[src/design/chih_pkg.sv]
// shared constants, types and functions of the color histogram hash core
package chih_pkg;
    localparam int COUNT_BITS = 24;
    localparam int HUE_BINS   = 6;
    localparam int NUM_VALS   = 2 + 2 * HUE_BINS;
    localparam int HASH_BITS  = 3 * NUM_VALS;
    localparam int CFG_IDX_BITS = 2;
    localparam int QDEPTH = 4;

    localparam logic [CFG_IDX_BITS-1:0] REG_BLACK  = 2'd0;
    localparam logic [CFG_IDX_BITS-1:0] REG_GRAY   = 2'd1;
    localparam logic [CFG_IDX_BITS-1:0] REG_BRIGHT = 2'd2;

    localparam logic [COUNT_BITS-1:0] COUNT_MAX = {COUNT_BITS{1'b1}};

    typedef enum logic [1:0] {
        CLS_BLACK   = 2'd0,
        CLS_GRAY    = 2'd1,
        CLS_FAINT   = 2'd2,
        CLS_BRIGHT  = 2'd3
    } t_cls;

    // one classified pixel as it travels from front to back
    typedef struct packed {
        t_cls       cls;
        logic       binned;
        logic [2:0] bin;
        logic       last;
    } t_req;

    function automatic logic [2:0] alias3(input logic [2:0] v);
        logic [2:0] t;
        case (v)
            3'd0: t = 3'd0;
            3'd1: t = 3'd1;
            3'd2: t = 3'd2;
            3'd3: t = 3'd3;
            3'd4: t = 3'd6;
            3'd5: t = 3'd7;
            3'd6: t = 3'd6;
            default: t = 3'd7;
        endcase
        return {t[0], t[1], t[2]};
    endfunction
endpackage

[src/design/chih_divider.sv]
// restoring divider: q = a / b over 19 bit-steps, a up to 19 bits, b up to 11
module chih_divider (
    input  logic        i_clk,
    input  logic        i_rst_n,
    input  logic        i_start,
    input  logic [18:0] i_num,
    input  logic [10:0] i_den,
    output logic        o_done,
    output logic [18:0] o_quo
);
    logic [4:0]  r_cnt;
    logic        r_busy;
    logic [18:0] r_num;
    logic [10:0] r_den;
    logic [11:0] r_rem;
    logic [11:0] w_sh;

    assign w_sh = {r_rem[10:0], r_num[18]};

    always_ff @(posedge i_clk) begin
        if (!i_rst_n) begin
            r_busy <= 1'b0;
            o_done <= 1'b0;
            r_cnt  <= '0;
        end else begin
            o_done <= 1'b0;
            if (i_start) begin
                r_busy <= 1'b1;
                r_cnt  <= 5'd19;
                r_num  <= i_num;
                r_den  <= i_den;
                r_rem  <= '0;
            end else if (r_busy) begin
                if (w_sh >= {1'b0, r_den}) begin
                    r_rem <= w_sh - {1'b0, r_den};
                    r_num <= {r_num[17:0], 1'b1};
                end else begin
                    r_rem <= w_sh;
                    r_num <= {r_num[17:0], 1'b0};
                end
                r_cnt <= r_cnt - 5'd1;
                if (r_cnt == 5'd1) begin
                    r_busy <= 1'b0;
                    o_done <= 1'b1;
                end
            end
        end
    end
    assign o_quo = r_num;
endmodule

[src/design/chih_front.sv]
// front: pixel classification into black, gray or hue bins
module chih_front (
    input  logic                 i_clk,
    input  logic                 i_rst_n,
    input  logic                 i_valid,
    output logic                 o_stall,
    input  logic [7:0]           i_red,
    input  logic [7:0]           i_green,
    input  logic [7:0]           i_blue,
    input  logic                 i_last_pixel,
    input  logic [7:0]           i_black_level,
    input  logic [7:0]           i_gray_sat_level,
    input  logic [7:0]           i_bright_sat_level,
    output logic                 o_valid,
    input  logic                 i_full,
    output chih_pkg::t_req       o_req
);
    import chih_pkg::*;

    typedef enum logic [1:0] {S_IDLE, S_SAT, S_HUE, S_PUSH} t_state;

    t_state      r_state;
    logic [7:0]  r_r, r_g, r_b, r_mx, r_d;
    logic        r_last, r_black;
    logic [7:0]  r_sat;
    logic        r_start;
    logic [18:0] r_num;
    logic [10:0] r_den;
    logic        w_done;
    logic [18:0] w_quo;
    logic [7:0]  w_mx, w_mn, w_d;
    logic [10:0] w_n;
    logic [24:0] w_luma;
    logic [2:0]  w_bin;
    t_req        r_req;

    assign w_mx = (i_red > i_green) ? ((i_red > i_blue) ? i_red : i_blue)
                                    : ((i_green > i_blue) ? i_green : i_blue);
    assign w_mn = (i_red < i_green) ? ((i_red < i_blue) ? i_red : i_blue)
                                    : ((i_green < i_blue) ? i_green : i_blue);
    assign w_d  = w_mx - w_mn;
    assign w_luma = 25'(i_red) * 25'd19595 + 25'(i_green) * 25'd38470
                  + 25'(i_blue) * 25'd7471 + 25'h8000;

    always_comb begin
        if (r_r == r_mx) begin
            w_n = (r_g >= r_b) ? 11'(r_g - r_b)
                               : 11'(11'd6 * 11'(r_d) + 11'(r_g) - 11'(r_b));
        end else if (r_g == r_mx) begin
            w_n = 11'(11'd2 * 11'(r_d) + 11'(r_b) - 11'(r_r));
        end else begin
            w_n = 11'(11'd4 * 11'(r_d) + 11'(r_r) - 11'(r_g));
        end
    end

    // hue bin from hue: floor(2 hue / 85) capped at 5
    always_comb begin
        logic [7:0] h;
        h = w_quo[7:0];
        if (r_d == 8'd0)      w_bin = 3'd0;
        else if (h >= 8'd213) w_bin = 3'd5;
        else if (h >= 8'd170) w_bin = 3'd4;
        else if (h >= 8'd128) w_bin = 3'd3;
        else if (h >= 8'd85)  w_bin = 3'd2;
        else if (h >= 8'd43)  w_bin = 3'd1;
        else                  w_bin = 3'd0;
    end

    chih_divider u_div (
        .i_clk(i_clk), .i_rst_n(i_rst_n), .i_start(r_start),
        .i_num(r_num), .i_den(r_den), .o_done(w_done), .o_quo(w_quo)
    );

    assign o_stall = (r_state != S_IDLE);
    assign o_valid = (r_state == S_PUSH);
    assign o_req   = r_req;

    always_ff @(posedge i_clk) begin
        if (!i_rst_n) begin
            r_state <= S_IDLE;
            r_start <= 1'b0;
        end else begin
            r_start <= 1'b0;
            unique case (r_state)
                S_IDLE: begin
                    if (i_valid) begin
                        r_r <= i_red; r_g <= i_green; r_b <= i_blue;
                        r_mx <= w_mx; r_d <= w_d; r_last <= i_last_pixel;
                        r_black <= (w_luma[23:16] < i_black_level);
                        r_num <= 19'(19'd255 * 19'(w_d));
                        r_den <= (w_mx == 8'd0) ? 11'd1 : 11'(w_mx);
                        r_start <= 1'b1;
                        r_state <= S_SAT;
                    end
                end
                S_SAT: begin
                    if (w_done) begin
                        r_sat <= (r_d == 8'd0) ? 8'd0 : w_quo[7:0];
                        r_num <= 19'(19'd255 * 19'(w_n));
                        r_den <= (r_d == 8'd0) ? 11'd1 : 11'(11'd6 * 11'(r_d));
                        r_start <= 1'b1;
                        r_state <= S_HUE;
                    end
                end
                S_HUE: begin
                    if (w_done) begin
                        r_req.last <= r_last;
                        r_req.bin  <= w_bin;
                        r_req.binned <= 1'b1;
                        if (r_black) begin
                            r_req.cls <= CLS_BLACK;
                        end else if (r_sat < i_gray_sat_level) begin
                            r_req.cls <= CLS_GRAY;
                        end else if (r_sat < i_bright_sat_level) begin
                            r_req.cls <= CLS_FAINT;
                        end else begin
                            r_req.cls <= CLS_BRIGHT;
                            r_req.binned <= (r_sat != i_bright_sat_level);
                        end
                        r_state <= S_PUSH;
                    end
                end
                S_PUSH: begin
                    if (!i_full) r_state <= S_IDLE;
                end
                default: r_state <= S_IDLE;
            endcase
        end
    end
endmodule

[src/design/chih_queue.sv]
// small request queue between front and back
module chih_queue (
    input  logic            i_clk,
    input  logic            i_rst_n,
    input  logic            i_push,
    input  chih_pkg::t_req  i_data,
    output logic            o_full,
    input  logic            i_pop,
    output logic            o_empty,
    output chih_pkg::t_req  o_data
);
    import chih_pkg::*;
    localparam int AW = $clog2(QDEPTH);

    t_req        r_mem [QDEPTH];
    logic [AW:0] r_wp, r_rp;

    assign o_empty = (r_wp == r_rp);
    assign o_full  = (r_wp[AW-1:0] == r_rp[AW-1:0]) && (r_wp[AW] != r_rp[AW]);
    assign o_data  = r_mem[r_rp[AW-1:0]];

    always_ff @(posedge i_clk) begin
        if (!i_rst_n) begin
            r_wp <= '0;
            r_rp <= '0;
        end else begin
            if (i_push && !o_full) begin
                r_mem[r_wp[AW-1:0]] <= i_data;
                r_wp <= r_wp + 1'b1;
            end
            if (i_pop && !o_empty) r_rp <= r_rp + 1'b1;
        end
    end
endmodule

[src/design/chih_back.sv]
// back: saturating counters and hash formation
module chih_back (
    input  logic                        i_clk,
    input  logic                        i_rst_n,
    input  logic                        i_empty,
    input  chih_pkg::t_req              i_req,
    output logic                        o_pop,
    output logic                        o_valid,
    input  logic                        i_stall,
    output logic [chih_pkg::HASH_BITS-1:0] o_hash_value
);
    import chih_pkg::*;

    typedef enum logic [1:0] {S_RUN, S_QUANT, S_OUT} t_state;

    t_state                r_state;
    logic [COUNT_BITS-1:0] r_pix, r_blk, r_gry, r_col;
    logic [COUNT_BITS-1:0] r_faint [HUE_BINS];
    logic [COUNT_BITS-1:0] r_bright [HUE_BINS];
    logic [3:0]            r_idx;
    logic [HASH_BITS-1:0]  r_hash;
    logic [COUNT_BITS-1:0] w_cnt, w_tot;
    logic [COUNT_BITS+3:0] w_c8, w_t8;
    logic [2:0]            w_q;

    function automatic logic [COUNT_BITS-1:0] sat_inc(input logic [COUNT_BITS-1:0] c);
        return (c == COUNT_MAX) ? c : c + 1'b1;
    endfunction

    always_comb begin
        w_tot = (r_idx < 4'd2) ? r_pix : ((r_col == '0) ? COUNT_BITS'(1) : r_col);
        if (r_idx == 4'd0)      w_cnt = r_blk;
        else if (r_idx == 4'd1) w_cnt = r_gry;
        else if (r_idx < 4'd8)  w_cnt = r_faint[3'(r_idx - 4'd2)];
        else                    w_cnt = r_bright[3'(r_idx - 4'd8)];
    end

    // floor(8c/t) capped at 7, one compare per bit
    always_comb begin
        logic [COUNT_BITS+3:0] rem;
        w_c8 = {w_cnt, 4'b0} >> 1;
        w_t8 = {4'b0, w_tot};
        rem = w_c8;
        w_q = 3'd0;
        if (rem >= (w_t8 << 3)) begin
            w_q = 3'd7;
        end else begin
            if (rem >= (w_t8 << 2)) begin w_q[2] = 1'b1; rem = rem - (w_t8 << 2); end
            if (rem >= (w_t8 << 1)) begin w_q[1] = 1'b1; rem = rem - (w_t8 << 1); end
            if (rem >= w_t8)        begin w_q[0] = 1'b1; end
        end
    end

    assign o_pop        = (r_state == S_RUN) && !i_empty;
    assign o_valid      = (r_state == S_OUT);
    assign o_hash_value = r_hash;

    always_ff @(posedge i_clk) begin
        if (!i_rst_n) begin
            r_state <= S_RUN;
            r_pix <= '0; r_blk <= '0; r_gry <= '0; r_col <= '0;
            r_idx <= '0;
            for (int i = 0; i < HUE_BINS; i++) begin
                r_faint[i]  <= '0;
                r_bright[i] <= '0;
            end
        end else begin
            unique case (r_state)
                S_RUN: begin
                    if (!i_empty) begin
                        r_pix <= sat_inc(r_pix);
                        case (i_req.cls)
                            CLS_BLACK: r_blk <= sat_inc(r_blk);
                            CLS_GRAY:  r_gry <= sat_inc(r_gry);
                            CLS_FAINT: begin
                                r_col <= sat_inc(r_col);
                                r_faint[i_req.bin] <= sat_inc(r_faint[i_req.bin]);
                            end
                            default: begin
                                r_col <= sat_inc(r_col);
                                if (i_req.binned)
                                    r_bright[i_req.bin] <= sat_inc(r_bright[i_req.bin]);
                            end
                        endcase
                        if (i_req.last) begin
                            r_idx <= '0;
                            r_state <= S_QUANT;
                        end
                    end
                end
                S_QUANT: begin
                    r_hash[3*r_idx +: 3] <= alias3(w_q);
                    if (r_idx == 4'(NUM_VALS - 1)) begin
                        r_state <= S_OUT;
                    end
                    r_idx <= r_idx + 4'd1;
                end
                S_OUT: begin
                    if (!i_stall) begin
                        r_pix <= '0; r_blk <= '0; r_gry <= '0; r_col <= '0;
                        for (int i = 0; i < HUE_BINS; i++) begin
                            r_faint[i]  <= '0;
                            r_bright[i] <= '0;
                        end
                        r_state <= S_RUN;
                    end
                end
                default: r_state <= S_RUN;
            endcase
        end
    end
endmodule

[src/design/color_histogram_image_hash_core.sv]
// top level of the color histogram image hash core
//  channel  | direction | handshake           | payload
//  pixel    | in        | i_valid / o_stall   | i_red i_green i_blue i_last_pixel
//  hash     | out       | o_valid / i_stall   | o_hash_value
//  config   | in        | i_cfg_we            | i_cfg_index i_cfg_data
// a pixel passes two 19-step divisions in the front (saturation, hue)
// the back counts a request per cycle in S_RUN; the last pixel starts quantization
// reset clears counters and loads the default levels
// an unaccepted hash holds the back; the queue lets the front go on meanwhile
module color_histogram_image_hash_core (
    input  logic        i_clk,
    input  logic        i_rst_n,
    input  logic        i_valid,
    output logic        o_stall,
    input  logic [7:0]  i_red,
    input  logic [7:0]  i_green,
    input  logic [7:0]  i_blue,
    input  logic        i_last_pixel,
    output logic        o_valid,
    input  logic        i_stall,
    output logic [chih_pkg::HASH_BITS-1:0] o_hash_value,
    input  logic        i_cfg_we,
    input  logic [chih_pkg::CFG_IDX_BITS-1:0] i_cfg_index,
    input  logic [7:0]  i_cfg_data
);
    import chih_pkg::*;

    logic [7:0] r_black, r_gray, r_bright;
    logic       w_fv, w_full, w_empty, w_pop;
    t_req       w_freq, w_qreq;

    always_ff @(posedge i_clk) begin
        if (!i_rst_n) begin
            r_black  <= 8'd32;
            r_gray   <= 8'd85;
            r_bright <= 8'd170;
        end else if (i_cfg_we) begin
            unique case (i_cfg_index)
                REG_BLACK:  r_black  <= i_cfg_data;
                REG_GRAY:   r_gray   <= i_cfg_data;
                REG_BRIGHT: r_bright <= i_cfg_data;
                default: ;
            endcase
        end
    end

    chih_front u_front (
        .i_clk(i_clk), .i_rst_n(i_rst_n), .i_valid(i_valid), .o_stall(o_stall),
        .i_red(i_red), .i_green(i_green), .i_blue(i_blue),
        .i_last_pixel(i_last_pixel), .i_black_level(r_black),
        .i_gray_sat_level(r_gray), .i_bright_sat_level(r_bright),
        .o_valid(w_fv), .i_full(w_full), .o_req(w_freq)
    );

    chih_queue u_queue (
        .i_clk(i_clk), .i_rst_n(i_rst_n), .i_push(w_fv), .i_data(w_freq),
        .o_full(w_full), .i_pop(w_pop), .o_empty(w_empty), .o_data(w_qreq)
    );

    chih_back u_back (
        .i_clk(i_clk), .i_rst_n(i_rst_n), .i_empty(w_empty), .i_req(w_qreq),
        .o_pop(w_pop), .o_valid(o_valid), .i_stall(i_stall),
        .o_hash_value(o_hash_value)
    );
endmodule
[config.mk]
export PLATFORM = sky130hd
export DESIGN_NAME = color_histogram_image_hash_core
export DESIGN_NICKNAME = d
export VERILOG_FILES = /design/src/design/chih_pkg.sv /design/src/design/chih_divider.sv /design/src/design/chih_front.sv /design/src/design/chih_queue.sv /design/src/design/chih_back.sv /design/src/design/color_histogram_image_hash_core.sv
export SDC_FILE = /design/constraint.sdc
export NUM_CORES = 2
export LEC_CHECK = 0
export BUFFER_PORTS_ARGS = -buffer_cell sky130_fd_sc_hd__buf_2
export CAP_MARGIN = 20
export CORE_AREA = 2 2 367 369
export DETAILED_ROUTE_END_ITERATION = 10
export DIE_AREA = 0 0 369 371
export PLACE_DENSITY = 0.59
export SLEW_MARGIN = 5
export SYNTH_ARGS = -nofsm -noshare
export SYNTH_HDL_FRONTEND = slang
export SYNTH_HIERARCHICAL = 1
export SYNTH_SLANG_ARGS = --single-unit
[constraint.sdc]
create_clock -name i_clk -period 14.15 [get_ports i_clk]
set_clock_uncertainty 0.2 [all_clocks]
set_input_delay 3.5375 -clock i_clk [delete_from_list [all_inputs] [get_ports i_clk]]
set_output_delay 3.5375 -clock i_clk [all_outputs]
set_load 0.01 [all_outputs]
-- After elaboration in Yosys (flattened, before gate mapping)
Memory sizes are Yosys's and may differ from the RTL's. A register that Yosys moved wholly into a read port is not among the register bits.
Cells that the tools add are included.
- bitwise operators: 14
- shift-type cells: 2
- equal/unequal tests: 44
- multipliers: 7
- order comparisons: 22
- muxes and demuxes: 125
- add/subtract/negate cells: 27
- reductions and logical operators: 47
- operators by type and width (cell ; count):
    $mux W24 ; 33
    $pmux W24 S2 ; 4
    $add A24 B1 Y24 const B ; 6
    $eq A24 B24 Y1 const B ; 6
    $mux W28 ; 4
    $mux W11 ; 8
    $mux W19 ; 4
    $mux W8 ; 7
    $lt A8 B8 Y1 ; 6
    $reduce_or A24 Y1 ; 2
    $mul A8 B15 Y23 const B ; 2
    $bwmux W42 ; 1
    $shift A3 B34 Y42 const A ; 1
    $shiftx A3 B34 Y42 ; 1
    $pmux W19 S2 ; 1
    $mux W1 ; 34
    $neg A6 Y34 ; 1
    $sub A11 B8 Y11 ; 3
    $ge A28 B24 Y1 ; 1
    $ge A28 B25 Y1 ; 1
    $sub A27 B26 Y28 ; 1
    $sub A28 B25 Y28 ; 1
    $ge A27 B26 Y1 ; 1
    $ge A27 B27 Y1 ; 1
    68 further kinds ; 158
- register bits after elaboration: 312
- memories: 3
- output and inout bits: 44
- memory bits (writable): 316
- logic and storage cells: 328
- input port bits: 40
- memories (memory ; depth ; width ; read ports ; clocked after Yosys merged registers in ; wr ports ; line ; RTL):
    u_back.r_bright ; 6 ; 24 ; 2 ; 0 ; 6 ; chih_back.sv:19 ; logic [COUNT_BITS-1:0] r_bright [HUE_BINS];
    u_back.r_faint ; 6 ; 24 ; 2 ; 0 ; 6 ; chih_back.sv:18 ; logic [COUNT_BITS-1:0] r_faint [HUE_BINS];
    u_queue.r_mem ; 4 ; 7 ; 1 ; 1 ; 1 ; chih_queue.sv:15 ; t_req r_mem [QDEPTH];

-- Longest topological paths before layout
An unclocked memory read counts as a cell.
- word-level depth: 21
- gate-level depth with buffers: 54
- depth with buffers taken out: 47

-- Cells and area by module
The synthesis kept the hierarchy.
- modules (own cells, without submodules) (module ; area an instance (µm²) ; cells each ; times used):
    chih_back ; 31585.3 ; 2939 ; 1
    chih_front ; 17441.7 ; 1782 ; 1
    chih_divider ; 2509.9 ; 197 ; 1
    chih_queue ; 1610.3 ; 109 ; 1
    color_histogram_image_hash_core ; 970.9 ; 99 ; 1

-- Worst setup path after synthesis
Ideal clock, no wire load.
- path type: reg2reg
- start: register u_back.r_idx[0]
- end: register u_back.r_hash[20] (netlist: u_back/o_hash_value[20]) (data pin)
- stages on the path, launching flop included: 49
- library setup time: 0.268 ns
- required time: 13.682 ns
- period minus slack after synthesis: 10.989 ns
- arrival time: 10.520 ns
- slack: 3.161 ns
- cell sequence: dfxtp_1 > buf_4 > buf_1 > clkbuf_1 > buf_1 > clkbuf_1 > mux4_2 > a211oi_1 > a211oi_1 > a21oi_1 > o21ai_0 > ha_1 > o21ai_0 > nor2_1 > o31a_1 > or4_4 > nor2b_4 > nand2_2 > [... 13 more ...] > buf_2 > nand3_1 > xnor2_1 > ha_1 > a21o_1 > a21o_1 > a21o_1 > a21o_1 > a21o_1 > a21oi_1 > nor2b_1 > o21ai_0 > nand2_1 > or4_1 > a221oi_2 > o211a_4 > buf_6 > nor3_1
- cells in the longest elaborated chain, start to end: 21
- elaborated cells on any way between the ends: 41
- those cells by class: add/sub (5); mul (1); order compare (6); eq/ne (6); shift (2); mux (16); reduce/logical (3); memory (2)
- ends and longest elaborated chain (item ; line ; RTL):
    start, declared ; chih_back.sv:20 ; logic [3:0] r_idx;
    start signal, assigned ; chih_back.sv:96 ; r_idx <= r_idx + 4'd1;
    $sub A3 B1 Y3 or $sub A3 B2 Y3 (tied branches) ; chih_back.sv:35, chih_back.sv:34 ;
    $mem_v2 Z6 W24 (on tied branches) ; n/a ;
    $mux W24 ; chih_back.sv:34 ; else if (r_idx < 4'd8) w_cnt = r_faint[3'(r_idx - 4'd2)];
    $mux W24 ; chih_back.sv:33 ; else if (r_idx == 4'd1) w_cnt = r_gry;
    $mux W24 ; chih_back.sv:32 ; if (r_idx == 4'd0) w_cnt = r_blk;
    $sub A27 B26 Y28 or $ge A27 B26 Y1 (tied branches) ; chih_back.sv:48 ; if (rem >= (w_t8 << 2)) begin w_q[2] = 1'b1; rem = rem - (w_t8 << 2); end
    $mux W28 ; chih_back.sv:48 ;
    $mux W28 ; chih_back.sv:45 ; if (rem >= (w_t8 << 3)) begin
    [... 5 more ...] ; n/a ;
    $mux W3 ; chih_back.sv:45 ;
    $eq A3 B3 Y1 ; chih_pkg.sv:33 ; case (v)
    $reduce_or A2 Y1 (no source line) ; n/a ;
    $pmux W3 S5 ; chih_pkg.sv:33 ;
    $mux W3 ; chih_back.sv:68 ; unique case (r_state)
    $mux W3 ; chih_back.sv:59 ; if (!i_rst_n) begin
    $shiftx A3 B34 Y42 ; chih_back.sv:92 ; r_hash[3*r_idx +: 3] <= alias3(w_q);
    $bwmux W42 (*) ; chih_back.sv:92 ;
    end signal, assigned by index ; chih_back.sv:92 ;
    end, declared ; chih_back.sv:21 ; logic [HASH_BITS-1:0] r_hash;
Every way passes the cells marked *; elsewhere a longest branch is shown, timed or not. The select of a mux whose other input is x is not followed.
A chain may end at the register's enable or synchronous reset.

-- Worst setup path after layout
- start: register u_back.r_idx[0]
- end: register u_back.r_hash[41] (netlist: u_back/o_hash_value[41]) (data pin)
The elaborated chain is that of the path after synthesis.

==> results.json <==
{
  "start_util_pct": 40.8,
  "cts_tree": "done",
  "drc": 0,
  "yosysTopAreaCell": "edfxtp_1",
  "drtAntennaViolNets": 0,
  "setup-tns-final_ps": 0,
  "synth_cell_types": 104,
  "period_needed_ps": 11970,
  "die_area_sq_um": 137000,
  "crit_buf_inv": 3,
  "post-route-period-util_pct": 84.6,
  "fill_cells": 12500,
  "clock_latency_ps": 690,
  "clkTransAtPathRegs_ps": 60,
  "pre_cts_ws_ps": 2270,
  "cts_root_buffer": "clkbuf_16",
  "synth_ff_type": "edfxtp_1",
  "synth-edff-count": 582,
  "row_count": 134,
  "area_growth_pct": 9.83,
  "wl_um": 155000,
  "avgSynthCellArea_sq_um": 10.6,
  "htreeDepth": 3,
  "grt_max_degree": 90,
  "synth.most_common_cell": "nor2_1",
  "drv_cap": 0,
  "cp.arrival_ps": 12180,
  "port_buffers": 83,
  "core_area_sq_um": 133000,
  "crit_top_cell": "ha_1",
  "synthTopCellsByCount": "nor2_1, edfxtp_1, inv_1, ha_1, nand2_1",
  "finalWorstSetupSlack_ps": 2180,
  "clock_path_buffers": 3,
  "numCtsBuffers": 83,
  "crit_path_end_kind": "flop",
  "wl_per_cell_um": 22.0,
  "rsz0062_at_grt": "no",
  "clock_sinks": 729,
  "synth_nets": 5849,
  "path_max_fanout": 31,
  "hold_viol": 0,
  "grt_usage_pct": 22.6,
  "relSlewSlack_pct": 28.0,
  "drive_above_1_share_pct": 11.4,
  "setup_viol": 0,
  "holdWs_ps": 204,
  "place_congestion": 0.912,
  "synth-seq-area-share_pct": 37.7,
  "grt_pass1_wl_um": 239000,
  "ctsHoldBuffers": 0,
  "synth_cells": 5126,
  "grt_pass1_vias": 40300,
  "min_path_type": "flop to flop",
  "utilization_pct": 44.8,
  "antenna_found_initial": 2,
  "synth-seq-cells": 729,
  "critPathTopFamily": "compound AO/OA/AOI/OAI gates",
  "vias": 39700,
  "post_cts_resized": 0,
  "post_cts_buffers": 0,
  "max_stage_delay_ps": 770,
  "slowest_stage": "dfxtp_4",
  "nets": 5910,
  "tightest_slew_ps": 1070,
  "synthesis.area_sq_um": 54100,
  "viasPerCell": 5.66,
  "slew_viol_final": 0,
  "critPathRequiredTime_ps": 14360,
  "die_width_um": 369,
  "drt_iter0_drc": 3416,
  "criticalPathCategory": "flop to flop",
  "io_pins": 84,
  "async_flop_share_pct": 0,
  "synth.area.top_cells": "edfxtp_1, ha_1, fa_1, mux4_2, dfxtp_1",
  "multi_input_area_sq_um": 30800,
  "cp-start-kind": "flop",
  "max_freq_mhz": 83.5,
  "synth_top_cell_area_share_pct": 32.3,
  "status": "completed",
  "hpwlAfterDp_um": 111000,
  "dr.pass1.iters": 6,
  "die_y_um": 371,
  "ys_warn_count": 6,
  "overflow": 0,
  "seq_area_sq_um": 20400
}
-- cell usage in the layout (no fill, tap or decap), types with 14 or more instances in the layout --
cell type	n
nand2b_1	33
nand2_1	279
a22o_1	14
nand4_1	60
mux2_2	87
clkbuf_16	87
edfxtp_1	582
nor3_1	70
o21ai_0	127
nand3_1	91
mux2i_1	128
clkbuf_1	15
a221o_1	15
and3_1	31
dfxtp_1	141
a31oi_1	20
o221ai_1	15
a221oi_1	52
a211oi_1	48
and2_1	38
fa_1	217
or2_2	24
buf_4	83
a22oi_1	22
nor2_1	619
buf_2	84
mux4_2	128
o211ai_1	26
nor2b_1	64
inv_1	569
ha_1	465
o21a_1	28
o22ai_1	19
o21bai_1	22
a21oi_1	216
or3_1	29
a21o_1	82
xor2_1	151
xnor2_1	137
nor4_1	33
-- cell type report --
type | instances | area share [%]
multi-input cells | 3633 | 51.8
flip-flops and latches | 729 | 34.4
clock buffers | 105 | 3.83
well taps | 1768 | 3.72
inverters | 572 | 3.61
repair buffers | 168 | 1.76
clock inverters | 48 | 0.907
diodes | 1 | 0.00421
-- sequential cells by signal (all words and copies together), names as in the netlist, 24 cells and up, named ones only --
signal,count
u_back/o_hash_value,42
u_back/r_blk,24
u_back/r_bright,192
u_back/r_col,24
u_back/r_faint,192
u_back/r_gry,24
u_back/r_pix,24
u_queue/r_mem,28
-- path summary, 6_finish.rpt --
kind / start / endpoint / slack, ps / cells after the start
setup / recovery: u_back/r_idx[0] / u_back/o_hash_value[41] / 2180 / 38
hold / removal: u_front/r_den[7] / u_front/u_div/r_den[7] / 200 / 0
setup reg to reg: u_back/r_idx[0] / u_back/o_hash_value[41] / 2180 / 38
hold reg to reg: u_front/r_den[7] / u_front/u_div/r_den[7] / 200 / 0
-- kinds of logic (layout without fill, tap and decap cells) --
family / Yosys count / in the layout / share of synthesized area [%]
DFF: 729 / 729 / 37.7
AOI/OAI and AO/OA: 847 / 847 / 10.8
xor gates and xnor gates: 290 / 290 / 4.74
muxes: 347 / 347 / 9.65
other: 0 / 1 / 0
adders and majority gates: 687 / 687 / 18.9
and+or+nand+nor: 1462 / 1462 / 12.6
buffers and inverters: 764 / 893 / 5.56
-- metrics by stage --
| stage | cell area (sq um) | cells |
|---|---|---|
| detailed placement | 56600 | 6868 |
| CTS | 59400 | 7021 |
| finish | 59400 | 7024 |
| global placement | 56600 | 6867 |
| global route | 59400 | 7023 |
| floorplan | 54100 | 5126 |
-- per-layer routing --
layer / up-vias / GRT usage [%] / share of wire, %
met4: 2 / 8.89 / 4.0
met2: 1455 / 38.0 / 48
li1: 18400 / - / -
met1: 19600 / 29.2 / 42
met5: - / 0 / 0.0084
met3: 295 / 3.43 / 6.8
Power is left out: the tool's default activity adds up to more than one toggle a clock period on the data nets, which glitch-free logic cannot reach.
